--- config.mk ---
export PLATFORM = sky130hd
export DESIGN_NAME = fspq_merge
export DESIGN_NICKNAME = d
export VERILOG_FILES = /design/src/hdl/fspq_pkg.sv /design/src/hdl/fspq_merge.sv
export SDC_FILE = /design/constraint.sdc
export NUM_CORES = 1
export LEC_CHECK = 0
export ABC_AREA = 1
export BUFFER_PORTS_ARGS = -buffer_cell sky130_fd_sc_hd__buf_2
export CAP_MARGIN = 20
export CORE_UTILIZATION = 57
export DETAILED_ROUTE_END_ITERATION = 7
export GPL_ROUTABILITY_DRIVEN = 0
export PLACE_DENSITY = 0.83
export SLEW_MARGIN = 20
export SYNTH_ARGS = -nofsm -noshare
export SYNTH_HDL_FRONTEND = slang
export SYNTH_SLANG_ARGS = --single-unit
--- constraint.sdc ---
create_clock -name aclk -period 17.5 [get_ports aclk]
set_input_delay 1.75 -clock aclk [delete_from_list [all_inputs] [get_ports aclk]]
set_output_delay 1.75 -clock aclk [all_outputs]
set_load 0.03 [all_outputs]
--- src/hdl/fspq_pkg.sv ---
// Shared types, constants and lookup functions for the fixed-sum probability quantizer.
// No dependencies.
package fspq_pkg;

    localparam int NUM_LANES = 8;
    localparam int IN_W      = 24;
    localparam int P_W       = IN_W - 1;
    localparam int CNT_W     = 4;
    localparam int Q_W       = 16;
    localparam int NUM_W     = P_W + Q_W;
    localparam int SUM_W     = P_W + $clog2(NUM_LANES);
    localparam int DIV_W     = SUM_W + Q_W;
    localparam int ACC_W     = Q_W + $clog2(NUM_LANES);
    localparam int LANE_LAT  = Q_W + 1;
    localparam int IDX_W     = $clog2(NUM_LANES);
    localparam logic [Q_W-1:0] QSUM = 16'hFFFF;

    typedef logic [Q_W-1:0]   quant_t;
    typedef logic [SUM_W-1:0] sum_t;

    typedef struct packed {
        logic             uniform;
        logic [CNT_W-1:0] count;
    } fspq_ctl_t;

    // even split of QSUM over n lanes
    function automatic quant_t uniform_share(input logic [CNT_W-1:0] n);
        quant_t s;
        begin
            unique case (n)
                4'd1: s = 16'd65535;
                4'd2: s = 16'd32767;
                4'd3: s = 16'd21845;
                4'd4: s = 16'd16383;
                4'd5: s = 16'd13107;
                4'd6: s = 16'd10922;
                4'd7: s = 16'd9362;
                4'd8: s = 16'd8191;
                default: s = 16'd65535;
            endcase
            return s;
        end
    endfunction

    // remainder of that split, added to lane 0
    function automatic quant_t uniform_extra(input logic [CNT_W-1:0] n);
        quant_t e;
        begin
            unique case (n)
                4'd2: e = 16'd1;
                4'd4: e = 16'd3;
                4'd6: e = 16'd3;
                4'd7: e = 16'd1;
                4'd8: e = 16'd7;
                default: e = 16'd0;
            endcase
            return e;
        end
    endfunction

endpackage

--- src/hdl/fspq_merge.sv ---
// Merge stage: lane total and largest-remainder pick (registered), then correction.
// Depends on fspq_pkg.
module fspq_merge (
    input  logic                       aclk,
    input  logic                       en,
    input  logic [fspq_pkg::Q_W-1:0]   r_in   [fspq_pkg::NUM_LANES],
    input  logic [fspq_pkg::SUM_W-1:0] rem_in [fspq_pkg::NUM_LANES],
    input  fspq_pkg::fspq_ctl_t        ctl_in,
    output logic [fspq_pkg::Q_W-1:0]   quant_out [fspq_pkg::NUM_LANES],
    output logic                       uniform_out
);
    import fspq_pkg::*;

    quant_t           q_reg [NUM_LANES];
    logic [ACC_W-1:0] acc_reg;
    logic [IDX_W-1:0] best_reg;
    fspq_ctl_t        ctl_reg;

    logic [ACC_W-1:0] acc_next;
    logic [IDX_W-1:0] best_next;
    sum_t             best_rem;

    always_comb begin
        acc_next  = '0;
        best_next = '0;
        best_rem  = rem_in[0];
        for (int i = 0; i < NUM_LANES; i++) begin
            if (CNT_W'(i) < ctl_in.count) begin
                acc_next = acc_next + ACC_W'(r_in[i]);
                if (i > 0 && rem_in[i] > best_rem) begin
                    best_rem  = rem_in[i];
                    best_next = IDX_W'(i);
                end
            end
        end
    end

    always_ff @(posedge aclk) begin
        if (en) begin
            for (int i = 0; i < NUM_LANES; i++) begin
                q_reg[i] <= r_in[i];
            end
            acc_reg  <= acc_next;
            best_reg <= best_next;
            ctl_reg  <= ctl_in;
        end
    end

    logic [ACC_W+1:0] fix;
    quant_t           fixed_q;
    quant_t           share;

    assign fix   = (ACC_W+2)'(q_reg[best_reg]) + (ACC_W+2)'(QSUM) - (ACC_W+2)'(acc_reg);
    assign share = uniform_share(ctl_reg.count);

    always_comb begin
        priority if (fix[ACC_W+1])                 fixed_q = '0;
        else if (fix > (ACC_W+2)'(QSUM))           fixed_q = QSUM;
        else                                       fixed_q = fix[Q_W-1:0];
    end

    always_comb begin
        for (int i = 0; i < NUM_LANES; i++) begin
            if (CNT_W'(i) >= ctl_reg.count) begin
                quant_out[i] = '0;
            end else if (ctl_reg.uniform) begin
                quant_out[i] = (i == 0) ? share + uniform_extra(ctl_reg.count) : share;
            end else if (IDX_W'(i) == best_reg) begin
                quant_out[i] = fixed_q;
            end else begin
                quant_out[i] = q_reg[i];
            end
        end
    end

    assign uniform_out = ctl_reg.uniform;

endmodule

==> flow_summary_export.csv <==
group,metric,value,unit
outcome,status,"finished, violations left",
outcome,violations,"design-rule violations",
synth,yosys_warnings,0,
route,viasPerCell,6.066,
global_route,use_met2,67.40,%
timing,slew_viol_final,0,
global_route,globalRouteOverflowTotal,0,
floorplanning,die_area,39170,sq um
cells_and_area,largest_register_ff_count,128,
floorplanning,coreArea,37760,sq um
cells_and_area,fin_util,66.81,%
route,final_antenna_net_count,0,
timing,max_slew_margin,27.10,%
global_route,grtUsageMet3,10.15,%
synth,synth_area,21880,sq um
setup_path,reg2reg_slack,15610,ps
setup_path,critPathSlowestCell,"or4_1",
floorplanning,die_h,197.9,um
placement,port_buffers,471,
timing,rsz0062_at_grt,"false",
run,cap_violations,0,
worst_hold_path,hold_path.class,"reg -> reg",
floorplanning,io_pins,472,
route,dr_total_vias,25070,
setup_path,crit_fanout,54,
clock_network,numCtsBuffers,17,
global_route,antenna_found_initial,12,
power,p_per_area,173.3,nW/um^2
setup_path,path_class,"in -> reg",
clock_network,cts_hold_repair.buffers,0,
timing,fin_setup_tns,0,ps
worst_hold_path,min_from,"ctl_reg[2]",
clock_network,cts-resized-gates,0,
synth,yosysSeqAreaShare,22.56,%
route,firstDrtPassIters,8,
synth,synth-seq-cells,169,
floorplanning,start_util,57.95,%
synth,synth.avg_cell_area,6.809,sq um
setup_path,r2r-start,"ctl_reg[3]",
global_route,grt_pass1_wl,123.4,mm
setup_path,rr_worst_depth,6,
global_route,met1_usage,47.83,%
synth,syn_inst,3213,
global_route,grt_max_degree,105,
global_route,gr-usage-all-layers,41.76,%
timing,finalCritPeriodShare,91.52,%
cells_and_area,nFillCells,3388,
clock_network,clockBufferDepth,2,
timing,setup_viol,0,
timing,layout_min_cycle_time,16020,ps
synth,synthArstFlopShare,0,%
clock_network,clk_latency,450,ps
setup_path,r2r_end,"share[7]",
setup_path,critPathMaxStageDelay,550,ps
timing,hold_viol_final,0,
route,drt-wirelength-per-cell,20.26,um
synth,synth_top_flop_cell,"edfxtp_1",
clock_network,cts_root_buf,"clkbuf_16",
cells_and_area,drive_above_1_share,15.95,%
cells_and_area,final_nets,4264,
global_route,grt_pass1_vias,22640,
placement,detailed_place_hpwl,68.20,mm
timing,timing.fmax,62.44,MHz
route,drt_iter0_drc,3559,
clock_network,clock_sinks,169,
timing,whs,906.4,ps
setup_path,cp-start-kind,"input port",
route,drt_wl_total,83.72,mm
floorplanning,rows,71,
clock_network,cts.clk_slew.worst_paths,70,ps
timing,setup_ws,1483,ps
power,leakagePower,0.01256,uW
route,drc,40,
clock_network,cts_tree,"done",
floorplanning,die_w,197.9,um
timing,finClkSkew,9.231,ps
timing,tightest_slew,1093,ps
setup_path,crit_top_cell,"nand2_1",
setup_path,end_kind,"flip-flop",
clock_network,cts_setup_buffers,0,
synth,synth-edff-count,155,
synth,ys_types,59,
clock_network,htreeDepth,4,
setup_path,critPathArrivalTime,16340,ps
power,ir_worst_vdd,0.0001141,V
setup_path,crit_required,17820,ps
placement,preCtsSetupSlack,419.6,ps
synth,synth_fp_nets,3873,
setup_path,cp-startpoint,"ctl_in[3]",
global_route,grt.busiest_layer,"met2",
cells_and_area,syn2layout_area_growth,15.29,%
-- per-layer routing --
layer	up-vias	wire [um]
met1	10930	29040
met5	-	97
met2	1795	36570
met3	474	10320
met4	14	7688
li1	11860	-
-- critical path: cells and delay by family --
kind,cells,cell delay (ps)
compound gates,32,5120
fa+ha+maj,6,1820
buf+inv,6,910
simple gates,42,6640
-- cell usage after synthesis, drive strengths merged (4+ instances only) --
library cell / count / area, sq um
dfxtp: 14 / 280.3
o21ai: 386 / 1936
o21bai: 30 / 225.2
a211oi: 96 / 720.7
clkbuf: 100 / 375.4
a31oi: 25 / 156.4
and2: 8 / 50.05
buf: 25 / 127.6
nor3b: 9 / 67.56
nand3b: 25 / 187.7
xor2: 49 / 429.2
ha: 308 / 3854
xnor2: 35 / 306.5
nand3: 126 / 635.6
or2: 8 / 50.06
nand2: 747 / 2851
nor2: 278 / 1087
inv: 342 / 1286
o211ai: 4 / 30.03
o31ai: 19 / 142.6
nor3: 24 / 120.1
edfxtp: 155 / 4654
fa: 9 / 180.2
o22ai: 18 / 112.6
a21o: 11 / 82.58
clkinv: 7 / 26.28
a21oi: 301 / 1514
nand4: 31 / 193.9
-- report_power, final --
part / switching [uW] / internal [uW] / leakage [uW] / total [uW]
registers: 49.9 / 529 / 0.00163 / 579
logic: 2250 / 1170 / 0.0107 / 3420
clock network: 183 / 187 / 0.000268 / 371
total: 2490 / 1890 / 0.0126 / 4370
-- placed cells by master, fill, tap and decap left out, types with 8 or more instances in the layout --
cell type and instances:
ha_1 308, nand3b_1 25, buf_4 26, o21bai_1 30, nor3_1 17, a31oi_1 25
a211oi_1 96, buf_2 470, edfxtp_1 155, nand2_1 734, dfxtp_1 13, xnor2_1 35
o31ai_1 19, a21o_1 11, nand3_1 124, o22ai_1 18, clkbuf_16 17, xor2_1 49
nor2_1 270, nand4_1 31, and2_1 8, a21oi_1 298, o21ai_1 9, nor3b_1 9
fa_1 9, clkinv_1 8, inv_1 337, o21ai_0 376
-- cell type report --
| cell class | count | area [sq um] | share of cell area (%) |
|---|---|---|---|
| multi-input cells | 2570 | 15200 | 60.28 |
| flip-flops and latches | 169 | 4936 | 19.57 |
| repair buffers | 497 | 2559 | 10.14 |
| inverters | 349 | 1314 | 5.208 |
| well taps | 511 | 639.4 | 2.535 |
| clock buffers | 17 | 425.4 | 1.687 |
| clock inverters | 15 | 133.9 | 0.5308 |
| diodes | 5 | 12.51 | 0.04960 |
-- how the worst min path moves through the flow --
stage | to | slack (ps) | cells after the start
6_report | share[13] | 910 | 4
5_1_grt | flip-flop | 960 | 2
4_1_cts | share[13] | 890 | 4
3_5_place_dp | flip-flop | 870 | 2
3_3_place_gp | flip-flop | 860 | 2
2_1_floorplan | flip-flop | 590 | 2
-- cell families (layout without fill, tap and decap cells) --
logic type	Yosys count	count (layout)	share of synthesized area [%]
AOI/OAI and AO/OA	906	906	23.15
xor gates and xnor gates	84	84	3.363
adders and majority gates	317	317	18.44
buffers and inverters	474	878	8.298
DFF	169	169	22.56
muxes	1	1	0.04575
other	0	5	0
and+or+nand+nor	1262	1262	24.15
-- stage by stage --
stage                     std cells  total power [uW]  cell area [sq um]
after floorplan                3213              3014              21880
after global placement         4096              3794              24610
after detailed placement       4096              3863              24610
after CTS                      4128              4242              25170
after global routing           4133              4714              25220
final                          4133              4371              25220
Note: power is estimated with default switching activity, not from simulation.
