### config.mk
export PLATFORM = sky130hd
export DESIGN_NAME = fspq_lane
export DESIGN_NICKNAME = d
export VERILOG_FILES = /design/src/hdl/fspq_pkg.sv /design/src/hdl/fspq_lane.sv
export SDC_FILE = /design/constraint.sdc
export NUM_CORES = 2
export LEC_CHECK = 0
export BUFFER_PORTS_ARGS = -buffer_cell sky130_fd_sc_hd__buf_2
export CORE_MARGIN = 1
export CORE_UTILIZATION = 50
export CTS_CLUSTER_SIZE = 25
export DETAILED_ROUTE_END_ITERATION = 12
export GPL_ROUTABILITY_DRIVEN = 0
export PLACE_DENSITY = 0.77
export RECOVER_POWER = 100
export SYNTH_ARGS = -nofsm -noshare
export SYNTH_HDL_FRONTEND = slang
export SYNTH_SLANG_ARGS = --single-unit
export TNS_END_PERCENT = 10
### constraint.sdc
create_clock -name aclk -period 4.25 [get_ports aclk]
set_input_delay 0.6375 -clock aclk [delete_from_list [all_inputs] [get_ports aclk]]
set_output_delay 0.6375 -clock aclk [all_outputs]
set_load 0.05 [all_outputs]
### src/hdl/fspq_pkg.sv
// Shared types, constants and lookup functions for the fixed-sum probability quantizer.
// No dependencies.
package fspq_pkg;

    localparam int NUM_LANES = 8;
    localparam int IN_W      = 24;
    localparam int P_W       = IN_W - 1;
    localparam int CNT_W     = 4;
    localparam int Q_W       = 16;
    localparam int NUM_W     = P_W + Q_W;
    localparam int SUM_W     = P_W + $clog2(NUM_LANES);
    localparam int DIV_W     = SUM_W + Q_W;
    localparam int ACC_W     = Q_W + $clog2(NUM_LANES);
    localparam int LANE_LAT  = Q_W + 1;
    localparam int IDX_W     = $clog2(NUM_LANES);
    localparam logic [Q_W-1:0] QSUM = 16'hFFFF;

    typedef logic [Q_W-1:0]   quant_t;
    typedef logic [SUM_W-1:0] sum_t;

    typedef struct packed {
        logic             uniform;
        logic [CNT_W-1:0] count;
    } fspq_ctl_t;

    // even split of QSUM over n lanes
    function automatic quant_t uniform_share(input logic [CNT_W-1:0] n);
        quant_t s;
        begin
            unique case (n)
                4'd1: s = 16'd65535;
                4'd2: s = 16'd32767;
                4'd3: s = 16'd21845;
                4'd4: s = 16'd16383;
                4'd5: s = 16'd13107;
                4'd6: s = 16'd10922;
                4'd7: s = 16'd9362;
                4'd8: s = 16'd8191;
                default: s = 16'd65535;
            endcase
            return s;
        end
    endfunction

    // remainder of that split, added to lane 0
    function automatic quant_t uniform_extra(input logic [CNT_W-1:0] n);
        quant_t e;
        begin
            unique case (n)
                4'd2: e = 16'd1;
                4'd4: e = 16'd3;
                4'd6: e = 16'd3;
                4'd7: e = 16'd1;
                4'd8: e = 16'd7;
                default: e = 16'd0;
            endcase
            return e;
        end
    endfunction

endpackage

### src/hdl/fspq_lane.sv
// One lane: pipelined restoring divider, one quotient bit per stage, then round half up.
// Depends on fspq_pkg.
module fspq_lane (
    input  logic                  aclk,
    input  logic                  en,
    input  logic [fspq_pkg::NUM_W-1:0] num_in,
    input  logic [fspq_pkg::SUM_W-1:0] den_in,
    output logic [fspq_pkg::Q_W-1:0]   r_out,
    output logic [fspq_pkg::SUM_W-1:0] rem_out
);
    import fspq_pkg::*;

    logic [DIV_W-1:0] rem_reg [Q_W];
    logic [SUM_W-1:0] den_reg [Q_W];
    logic [Q_W-1:0]   quo_reg [Q_W];
    logic [Q_W-1:0]   r_reg;
    logic [SUM_W-1:0] rfin_reg;

    genvar k;
    generate
        for (k = 0; k < Q_W; k++) begin : g_stage
            logic [DIV_W-1:0] rem_cur;
            logic [SUM_W-1:0] den_cur;
            logic [Q_W-1:0]   quo_cur;
            logic [DIV_W-1:0] dsh;
            logic             ge;
            if (k == 0) begin : g_first
                assign rem_cur = DIV_W'(num_in);
                assign den_cur = den_in;
                assign quo_cur = '0;
            end else begin : g_next
                assign rem_cur = rem_reg[k-1];
                assign den_cur = den_reg[k-1];
                assign quo_cur = quo_reg[k-1];
            end
            assign dsh = DIV_W'(den_cur) << (Q_W - 1 - k);
            assign ge  = (rem_cur >= dsh);
            always_ff @(posedge aclk) begin
                if (en) begin
                    rem_reg[k] <= ge ? (rem_cur - dsh) : rem_cur;
                    den_reg[k] <= den_cur;
                    quo_reg[k] <= {quo_cur[Q_W-2:0], ge};
                end
            end
        end
    endgenerate

    logic [SUM_W-1:0] rem_fin;
    logic [SUM_W:0]   rem_dbl;
    logic [Q_W-1:0]   quo_fin;
    logic             up;
    assign rem_fin = rem_reg[Q_W-1][SUM_W-1:0];
    assign quo_fin = quo_reg[Q_W-1];
    assign rem_dbl = {rem_fin, 1'b0};
    assign up      = (rem_dbl >= {1'b0, den_reg[Q_W-1]}) && !(&quo_fin);

    always_ff @(posedge aclk) begin
        if (en) begin
            r_reg    <= quo_fin + Q_W'(up);
            rfin_reg <= rem_fin;
        end
    end

    assign r_out   = r_reg;
    assign rem_out = rfin_reg;

endmodule

==> key figures <==
Layout
  • Layout Area Growth over Synthesis: 9.912%
  • Share of cells above drive strength 1: 6.652%
  • Post-Layout Cell Count: 8156
  • Max FFs per register: 656
  • Net count of the finished layout: 6803

Routing
  • Average wire per cell in the routed design: 18.20 um
  • Routed via count divided by cell count: 5.838
  • Final wirelength: 148.4 mm
  • First-pass detailed-route iteration total: 6
  • DRC: 0
  • Drt initial violations: 3401
  • Count of antenna-violating nets left after detailed routing: 0
  • Via Count: 47610

Global route
  • Antenna violations before repair: 3
  • Largest net degree at the start of global routing: 151
  • Overall overflow remaining after global route: 0
  • Global-route wire length before repair: 238.1 mm
  • GRT Resource Usage Total: 21.07%
  • Vias in the first global route: 48040
  • Grt met2 use: 40.99%
  • Most crowded layer after global routing: met2
  • Met1 track demand over resource in global routing: 20.86%
  • Met3 capacity usage during global routing: 3.111%

CTS
  • Num CTS Buffers: 135
  • Number of post-CTS setup repair buffers: 0
  • Hold-fix buffer count after cts: 0
  • Cells resized by post-CTS repair: 0
  • CTS H-tree depth: 4
  • Clock transition at the register clock pins on the worst setup and hold paths after CTS: 60 ps
  • Clock network latency to the later pin of the worst-skew pair: 770 ps
  • Clock Path Buffers: 3
  • Number of sinks driven by the clock tree: 1250
  • CTS tree: done
  • Clock Root Buffer: clkbuf_16

STA
  • Headroom to the max-slew limit: -66.38%
  • Count of final hold-check violations: 0
  • Number of setup violations in the final report: 0
  • Max Clock Freq: 0.2481 GHz
  • Unrepaired setup endpoints after global routing: false
  • Skew final: 41.55 ps
  • Sum of negative setup slack: 0 ps
  • Worst Tran Pin Value: 2496 ps
  • Fin crit share: 94.83%
  • Number of pins exceeding their max-slew limit in the final report: 510
  • Post-layout minimum cycle time: 4030 ps

Hold path
  • Type of the most critical hold path: input pin to register
  • Worst Hold Path Cells: 1
  • Hold Crit Endpoint: den_reg[0][21]
  • Hold path startpoint: den_in[21]

Logic synthesis
  • Net Count, Synth: 6634
  • Number of enable flip-flop cells after synthesis: 1250
  • Top FF cell, synth: edfxtp_1
  • Yosys reg bits: 1250
  • Synth Area in Compound Gates: 14.08%
  • Share of the synthesized netlist area taken by xor and xnor gates: 5.910%
  • Register area share after synthesis: 54.59%
  • Adder and majority gate portion of the synthesized area: 8.491%
  • Cells after synthesis: 6110
  • Post-Synthesis Cell Area: 0.06876 mm^2
  • Synthesized area divided by synthesized cell count: 11.25 um^2
  • Mux cell area share after synthesis: 1.630%
  • Simple-gate portion of the synthesized area: 11.40%
  • Dominant combinational cell family by area after synthesis: compound AO/OA/AOI/OAI gates
  • Synth warn: 0
  • Share of flip-flops with an asynchronous set or reset: 0%
  • Post-synthesis cell type count: 95

Power and ir drop
  • Switching Power: 17.47 mW
  • Clk pwr share: 22.7%
  • Static leakage: 29.53 nW
  • Internal power: 32.03 mW
  • Worst vdd ir: 0.4270 mV
  • Power share of the sequential group: 38.8%
  • Share of total power in combinational logic: 38.5%
  • Pwr Density: 655.0 mW/mm^2
  • Sw Ratio: 35.29%

Placed design
  • Count of buffers inserted at the top-level ports: 108
  • HPWL after DPL: 110.4 mm
  • Cells after DPL: 7923

Worst setup path
  • FF-to-FF path depth: 11
  • Crit path max-delay cell type: or4_1
  • Max FO, Critical Path: 20
  • Worst reg-to-reg setup slack: 220 ps
  • CP arrival: 4510 ps
  • CP max stage delay: 540 ps
  • Crit start category: register
  • Endpoint class of the critical path: register
  • Worst EP required: 4730 ps
  • Kind of critical path: register to register
  • Worst flop-to-flop path startpoint: den_reg[6][0]
  • Worst path cell trace: ha_1 > fa_1 > nor2b_1 > o21bai_1 > a31o_2 > o211ai_1 > a21oi_1 > and2_4 > or4_1 > a2111oi_1 > xor2_1
  • Endpoint of the most critical register-to-register path: rem_reg[1][249]

Die
  • Die Wd: 372.8 um
  • Starting Density: 50.57%
  • Overall die height: 372.8 um
  • IO Count: 109
  • Core area: 0.1360 mm^2
  • Die area: 0.1390 mm^2
  • Std-Cell Rows: 135

Status
  • Failing checks: max-capacitance violations, max-slew violations
  • Result of the run: finished, violations left

Flow run
  • Total of max-cap violations: 6
## worst max-delay path by stage
stage                                from         endpoint  slack, ps  depth (start not counted)
after floorplan                 den_in[1]   rem_reg[0][24]       1020                         12
after global placement    rem_reg[1][305]        r_out[12]        420                         16
after detailed placement  rem_reg[1][305]        r_out[12]        280                         16
after CTS                 rem_reg[1][305]        r_out[12]        240                         16
after global routing       rem_reg[0][96]  rem_reg[0][163]         80                         13
final                       den_reg[6][0]  rem_reg[1][249]        220                         11
## area by class of cell
class | instances | area, um^2
fill | 10790 | 60400
tap | 1781 | 2228
clock inverter | 61 | 599.3
inverter | 548 | 2059
antenna | 1 | 2.502
clock buffer | 171 | 3598
multi-input combinational | 4160 | 28540
timing repair buffer | 184 | 1007
sequential | 1250 | 37540
## cell usage in the layout (no fill, tap or decap), types with 114 or more instances in the layout
master | Yosys | routed
clkbuf_16 | 0 | 139
ha_1 | 441 | 441
o21ai_0 | 384 | 389
a21o_1 | 179 | 179
xor2_1 | 207 | 207
nand2_1 | 467 | 467
clkbuf_1 | 108 | 117
nand3_1 | 114 | 114
a21oi_1 | 463 | 461
xnor2_1 | 257 | 257
nor2_1 | 383 | 383
inv_1 | 545 | 547
edfxtp_1 | 1250 | 1250
## cell families (layout without fill, tap and decap cells)
family / after synthesis / in the layout
flip-flops: 1250 / 1250
other: 0 / 1
multiplexers: 100 / 100
AO/OA/AOI/OAI: 1543 / 1543
buffers and inverters: 700 / 964
AND/OR/NAND/NOR: 1596 / 1596
adder cells (fa/ha/maj): 457 / 457
XOR/XNOR: 464 / 464
## worst max-delay path, delay by kind of cell, from the launching register on
kind	cells	cell delay, ps
xor+xnor	1	120
flops	1	410
compound gates	5	1560
simple gates	3	1000
fa+ha+maj	2	670
## cells in the mapped netlist (all sizes together) (15+ instances only)
master,n,share of area (%)
a211o,15,0.19
a211oi,44,0.48
a21boi,15,0.16
a21o,179,2.0
a21oi,464,3.4
a31oi,55,0.50
and2,29,0.27
and3,49,0.45
buf,42,0.30
clkbuf,110,0.60
edfxtp,1250,55
fa,16,0.47
ha,441,8.0
inv,548,3.0
mux2,93,1.5
nand2,467,2.5
nand2b,74,0.67
nand3,114,0.83
nand4,74,0.67
nand4b,19,0.24
nor2,383,2.1
nor2b,68,0.62
nor3,107,0.79
nor4,51,0.47
nor4b,18,0.24
o211ai,29,0.32
o21a,78,0.85
o21ai,397,2.9
o21bai,45,0.49
o31a,29,0.37
o31ai,40,0.44
or2,31,0.28
or3,47,0.43
or4,18,0.20
xnor2,257,3.3
xor2,207,2.6
## stage by stage
stage,power [mW],utilization (%),cell area [um^2],hold WS [ps],setup WS (ps)
6_report,49.50,55.58,75570,69.77,219.8
5_1_grt,52.36,55.58,75570,28.17,75.82
4_1_cts,49.50,55.87,75970,19.02,239.0
3_5_place_dp,38.15,52.78,71770,404.5,278.5
3_3_place_gp,37.49,52.78,71770,401.0,419.3
2_1_floorplan,33.31,-,68760,400.3,1018
## power by group through the flow
stage	Combinational (mW)	Clock, mW	Sequential (mW)
finish	19.1	11.2	19.2
global route	21.0	11.9	19.5
CTS	18.9	11.4	19.1
detailed placement	18.8	0	19.4
global placement	18.2	0	19.3
floorplan	14.3	0	19.0
## per-layer routing
layer,wire (um),up-vias
met4,8921,6
li1,-,22860
met2,79940,1542
met1,53080,22680
met5,34,-
met3,6454,522
No activity file was read; power rests on OpenSTA's default activity.
